--- config.mk ---
export PLATFORM = sky130hd
export DESIGN_NAME = mvw_controller
export DESIGN_NICKNAME = d
export VERILOG_FILES = /design/src/rtl/mvw_pkg.sv /design/src/rtl/mvw_controller.sv
export SDC_FILE = /design/constraint.sdc
export NUM_CORES = 1
export LEC_CHECK = 0
export BUFFER_PORTS_ARGS = -buffer_cell sky130_fd_sc_hd__buf_2
export CORE_ASPECT_RATIO = 0.9
export CORE_MARGIN = 2
export CORE_UTILIZATION = 30
export DETAILED_ROUTE_END_ITERATION = 8
export MAX_ROUTING_LAYER = met4
export PLACE_DENSITY = 0.57
export SYNTH_ARGS = -nofsm -noshare
export SYNTH_HDL_FRONTEND = slang
export SYNTH_SLANG_ARGS = --single-unit
--- constraint.sdc ---
create_clock -name aclk -period 2.1 [get_ports aclk]
set_input_delay 0.105 -clock aclk [delete_from_list [all_inputs] [get_ports aclk]]
set_output_delay 0.105 -clock aclk [all_outputs]
set_load 0.005 [all_outputs]
--- src/rtl/mvw_pkg.sv ---
// Shared types and constants for the vertex weld block.
// Used by the controller, the datapath and the top level; depends on nothing.
package mvw_pkg;

    localparam int MAX_NODES = 1024;
    localparam int NODE_AW   = $clog2(MAX_NODES);
    localparam int COUNT_W   = NODE_AW + 1;
    localparam int INDEX_W   = 10;
    localparam int COORD_W   = 32;
    localparam int EPS_W     = 63;
    localparam int SQ_W      = 2 * COORD_W;
    localparam int SUM_W     = SQ_W + 2;
    localparam logic [EPS_W-1:0] EPS_RESET = EPS_W'(65536);

    typedef struct packed {
        logic signed [COORD_W-1:0] coord_x;
        logic signed [COORD_W-1:0] coord_y;
        logic signed [COORD_W-1:0] coord_z;
        logic                      last_vertex;
    } in_word_t;

    typedef struct packed {
        logic [INDEX_W-1:0] node_index;
        logic               is_new;
        logic               overflow;
        logic [1:0]         corner;
    } out_word_t;

    typedef struct packed {
        logic               load;
        logic               rd_en;
        logic [NODE_AW-1:0] rd_addr;
        logic               flush;
        logic               finish;
        logic               wr_en;
        logic [NODE_AW-1:0] wr_addr;
        out_word_t          result;
    } cmd_t;

    typedef struct packed {
        logic               hit_valid;
        logic [NODE_AW-1:0] hit_idx;
        logic               pipe_busy;
        logic               out_free;
        logic               last;
    } status_t;

endpackage

--- src/rtl/mvw_controller.sv ---
// Controller of the vertex weld block: input handshake, search sequencing,
// table count and corner count. Depends on mvw_pkg.
module mvw_controller (
    input  logic              aclk,
    input  logic              aresetn,
    input  logic              s_valid,
    output logic              s_ready,
    input  mvw_pkg::status_t  status,
    output mvw_pkg::cmd_t     cmd
);

    typedef enum logic [2:0] {
        ST_IDLE   = 3'b001,
        ST_SEARCH = 3'b010,
        ST_FINISH = 3'b100
    } state_t;

    state_t                        state_reg, state_next;
    logic [mvw_pkg::COUNT_W-1:0]   count_reg, count_next;
    logic [mvw_pkg::COUNT_W-1:0]   issue_reg, issue_next;
    logic [1:0]                    corner_reg, corner_next;
    logic                          found_reg, found_next;
    logic [mvw_pkg::NODE_AW-1:0]   idx_reg, idx_next;
    logic                          more;
    logic                          room;

    assign more = issue_reg < count_reg;
    assign room = count_reg < mvw_pkg::COUNT_W'(mvw_pkg::MAX_NODES);

    always_comb begin
        state_next  = state_reg;
        count_next  = count_reg;
        issue_next  = issue_reg;
        corner_next = corner_reg;
        found_next  = found_reg;
        idx_next    = idx_reg;
        s_ready     = 1'b0;
        cmd         = '0;
        cmd.rd_addr = issue_reg[mvw_pkg::NODE_AW-1:0];
        cmd.wr_addr = count_reg[mvw_pkg::NODE_AW-1:0];
        cmd.result.corner   = corner_reg;
        cmd.result.is_new   = !found_reg && room;
        cmd.result.overflow = !found_reg && !room;
        if (found_reg) begin
            cmd.result.node_index = mvw_pkg::INDEX_W'(idx_reg);
        end else if (room) begin
            cmd.result.node_index = mvw_pkg::INDEX_W'(count_reg);
        end else begin
            cmd.result.node_index = '0;
        end

        unique case (state_reg)
            ST_IDLE: begin
                s_ready  = 1'b1;
                cmd.load = s_valid;
                if (s_valid) begin
                    issue_next = '0;
                    found_next = 1'b0;
                    state_next = ST_SEARCH;
                end
            end
            ST_SEARCH: begin
                if (status.hit_valid) begin
                    cmd.flush  = 1'b1;
                    found_next = 1'b1;
                    idx_next   = status.hit_idx;
                    state_next = ST_FINISH;
                end else if (more) begin
                    cmd.rd_en  = 1'b1;
                    issue_next = issue_reg + mvw_pkg::COUNT_W'(1);
                end else if (!status.pipe_busy) begin
                    state_next = ST_FINISH;
                end
            end
            ST_FINISH: begin
                if (status.out_free) begin
                    cmd.finish = 1'b1;
                    cmd.wr_en  = !found_reg && room;
                    if (!found_reg && room) begin
                        count_next = count_reg + mvw_pkg::COUNT_W'(1);
                    end
                    corner_next = (corner_reg >= 2'd2) ? 2'd0 : corner_reg + 2'd1;
                    if (status.last) begin
                        count_next  = '0;
                        corner_next = 2'd0;
                    end
                    state_next = ST_IDLE;
                end
            end
            default: begin
                state_next = ST_IDLE;
            end
        endcase
    end

    always_ff @(posedge aclk) begin
        if (!aresetn) begin
            state_reg  <= ST_IDLE;
            count_reg  <= '0;
            issue_reg  <= '0;
            corner_reg <= 2'd0;
            found_reg  <= 1'b0;
        end else begin
            state_reg  <= state_next;
            count_reg  <= count_next;
            issue_reg  <= issue_next;
            corner_reg <= corner_next;
            found_reg  <= found_next;
        end
    end

    always_ff @(posedge aclk) begin
        idx_reg <= idx_next;
    end

endmodule

==> impl_metrics.ini <==
[synth]
syn_nets = 260
synth_area_leaders = sky130_fd_sc_hd__dfxtp_1, sky130_fd_sc_hd__edfxtp_1, sky130_fd_sc_hd__buf_4, sky130_fd_sc_hd__ha_1, sky130_fd_sc_hd__a22o_1
syn-mean-instance-area_um2 = 9.16
synth_ff_type = sky130_fd_sc_hd__dfxtp_1
synth_enable_flop_cells = 10
seq_area_frac_synth_pct = 40.7
ys_seq_elements = 38
ys.warnings.count = 0
asyncSetResetFlopFracSynth_pct = 0
synth.distinct_cells = 45
synth_top_area_share_pct = 26.5
synthesis.instances = 231
yosysTopAreaCell = sky130_fd_sc_hd__dfxtp_1
syn_area_mm2 = 0.00212

[floorplan]
core_mm2 = 0.00693
die_h_um = 83.7
io_pins = 57
dieArea_mm2 = 0.00775
dieWidth_um = 92.6
initial_utilization_pct = 30.5
num_rows = 29

[detailed_routing]
wl_per_cell_um = 13.1
antenna_violating_nets_left = 0
detail_route.first_pass.iterations = 4
dr_total_vias = 1954
viasPerCell = 4.71
route.final.wire_length_um = 5450
drt_first_iter_violations = 83
number_of_drc_violations_after_detailed_routing = 0

[finish]
fin_area_mm2 = 0.00300
final_net_count = 350
area_growth_syn_to_layout_pct = 41.8
insertedDiodeCount = 0
final_common_cell = sky130_fd_sc_hd__buf_2
n_fill_cell = 706
post_route_cells_drive_above_1_share_pct = 43.2
most-common-layout-cells = sky130_fd_sc_hd__buf_2, sky130_fd_sc_hd__buf_4, sky130_fd_sc_hd__nand2_1

[setup_path]
critical_path.top_delay_family = compound AO/OA/AOI/OAI gates
critPathMaxFanout = 5
slowest_stage = sky130_fd_sc_hd__dfxtp_2
endpoint_kind = output port
critical_path_cell_list = inv_2 -> ha_4 -> a211o_1 -> a2111oi_4 -> o221a_4 -> nor2b_4 -> buf_2
critical-path-max-stage-delay_ns = 0.34
critPathLaunchType = flop
critical_setup_path_class = flop to output port
required_ns = 2.00
timing.critical_path.arrival_ns = 2.10
worstPathBufferInverterCount = 2

[sta]
period_needed_ns = 2.20
timing.final.crit_share_pct = 105
fin_ws_ns = -0.103
timing.final.setup_violations = 10
final-max-slew-violation-count = 0
rsz0062_at_grt = yes
final.setup_skew_ns = 0.00277
tightest_slew_ns = 0.385
timing_hold_violations_final = 0
timing.fmax_mhz = 454
max-slew-margin-rel_pct = 74.1

[global_routing]
grt_overflow = 0
global_route_wire_length_before_repair_um = 9030
groute.usage.overall_pct = 15.1
grt_start_max_net_pins = 16
grt_antenna_before_repair = 0
first_global_vias = 1851

[placed_design]
dpl.hpwl_um = 3930
pre_cts_ws_ns = -0.198
port_buffers = 56
final_weighted_congestion_in_routability_driven_placement = 0.763
total_cell_area_at_the_placement_stage_mm2 = 0.00264

[pwr]
power.net_switching_w = 0.000348
power.share.combinational_pct = 11.6
p_per_area_mw_per_mm2 = 472
peakVddDrop_v = 0.000208
cellLeakagePower_nw = 1.30
switching_share_pct = 24.6
sequential_power_share_pct = 54.3
p_clk_share_pct = 34.1
cell_internal_pwr_w = 0.00107

[status]
violations = setup timing
run_status = finished, violations left

[clocking]
cts.root.buffer_cell = sky130_fd_sc_hd__clkbuf_8
clock_sink_count = 38
cts_inserted_buffers = 5
tritoncts = built
h-tree-depth = 2
clk_pin_slew_ns = 0.07
clock_path_buffers = 2
worst_skew_pair.late_latency_ns = 0.29

[worst_hold_path]
hold_path_class = primary input to flop

[job]
max_cap_check_violation_count = 0
==> final cells by class <==
| type | count | area [um^2] | share of cell area (%) |
|---|---|---|---|
| sequential | 38 | 873 | 29.1 |
| clock inverter | 2 | 8.76 | 0.292 |
| inverter | 14 | 52.6 | 1.75 |
| clock buffer | 6 | 72.6 | 2.42 |
| tap | 93 | 116 | 3.88 |
| timing repair buffer | 107 | 692 | 23.0 |
| multi-input combinational | 155 | 1190 | 39.5 |
==> per-stage QoR <==
step	std cells	util (%)	setup TNS [ns]	hold slack (ns)	total power, W
2_1_floorplan	231	-	-0.219	0.204	0.000861
3_3_place_gp	390	38.1	-0.841	0.282	0.000904
3_5_place_dp	390	38.1	-1.42	0.283	0.000907
4_1_cts	414	42.8	-0.424	0.106	0.00144
5_1_grt	415	43.3	-1.43	0.116	0.00149
6_report	415	43.3	-0.578	0.113	0.00142
==> synth_stat cells, types with 2 or more instances <==
cell,instances
sky130_fd_sc_hd__a21o_1,2
sky130_fd_sc_hd__a21oi_1,14
sky130_fd_sc_hd__a22o_1,10
sky130_fd_sc_hd__buf_4,20
sky130_fd_sc_hd__clkbuf_1,5
sky130_fd_sc_hd__dfxtp_1,28
sky130_fd_sc_hd__edfxtp_1,10
sky130_fd_sc_hd__ha_1,12
sky130_fd_sc_hd__inv_1,14
sky130_fd_sc_hd__nand2_1,20
sky130_fd_sc_hd__nand3_1,3
sky130_fd_sc_hd__nand4_1,6
sky130_fd_sc_hd__nor2_1,19
sky130_fd_sc_hd__nor2b_1,6
sky130_fd_sc_hd__nor3_1,2
sky130_fd_sc_hd__nor3b_1,3
sky130_fd_sc_hd__nor4_1,2
sky130_fd_sc_hd__o211ai_1,3
sky130_fd_sc_hd__o21a_1,2
sky130_fd_sc_hd__o21ai_0,7
sky130_fd_sc_hd__o31a_1,2
sky130_fd_sc_hd__o31ai_1,3
sky130_fd_sc_hd__or3_1,5
sky130_fd_sc_hd__or4_1,5
sky130_fd_sc_hd__xnor2_1,7
sky130_fd_sc_hd__xor2_1,2
==> power groups by stage <==
stage	clock network [W]	logic [W]	registers (W)
floorplan	0	0.0000748	0.000786
global placement	0	0.000118	0.000786
detailed placement	0	0.000120	0.000787
CTS	0.000507	0.000161	0.000769
global route	0.000537	0.000179	0.000770
finish	0.000483	0.000164	0.000769
==> repair_timing <==
item                                   CTS  global route
cloned                                   2             0
resized for setup                       22             6
hold buffers                            10             0
endpoints found under the hold margin   10             0
setup endpoints to repair               12            16
pin swaps                               15             6
setup buffers                            4             1
==> worst reg2reg max path, stage by stage, from the launching register on <==
cell                        delay [ns]
sky130_fd_sc_hd__dfxtp_2          0.34
sky130_fd_sc_hd__inv_2            0.05
sky130_fd_sc_hd__ha_4             0.21
sky130_fd_sc_hd__a211o_1          0.28
sky130_fd_sc_hd__a2111oi_4        0.31
sky130_fd_sc_hd__o221a_4          0.30
sky130_fd_sc_hd__o21ai_4          0.08
sky130_fd_sc_hd__or4_1            0.42
sky130_fd_sc_hd__a21oi_1          0.13
==> per-layer routing <==
metal | vias to the layer above | track usage (%) | wire length [um]
met5 | - | - | 0
met4 | 0 | 5.29 | 70
met3 | 4 | 3.70 | 283
met2 | 39 | 23.0 | 2560
met1 | 915 | 19.5 | 2540
li1 | 996 | - | -
==> cells by family after synthesis <==
kind of cell	count (synthesis)	share of synthesized area [%]
and+or+nand+nor	80	20.3
AOI/OAI and AO/OA	51	17.1
buffers and inverters	40	10.7
DFF	38	40.7
adders and majority gates	12	7.09
xor gates and xnor gates	9	3.72
muxes	1	0.473
==> path summary, 6_finish.rpt <==
kind | start | to | slack [ns] | depth (start not counted)
worst max-delay path | count_reg[8] | cmd[37] | -0.10 | 7
worst min-delay path | aresetn | state_reg[0] | 0.11 | 2
worst max register to register | count_reg[8] | issue_reg[7] | -0.08 | 8
worst min register to register | corner_reg[1] | corner_reg[1] | 0.55 | 2
No activity file was read; power rests on OpenSTA's default activity.
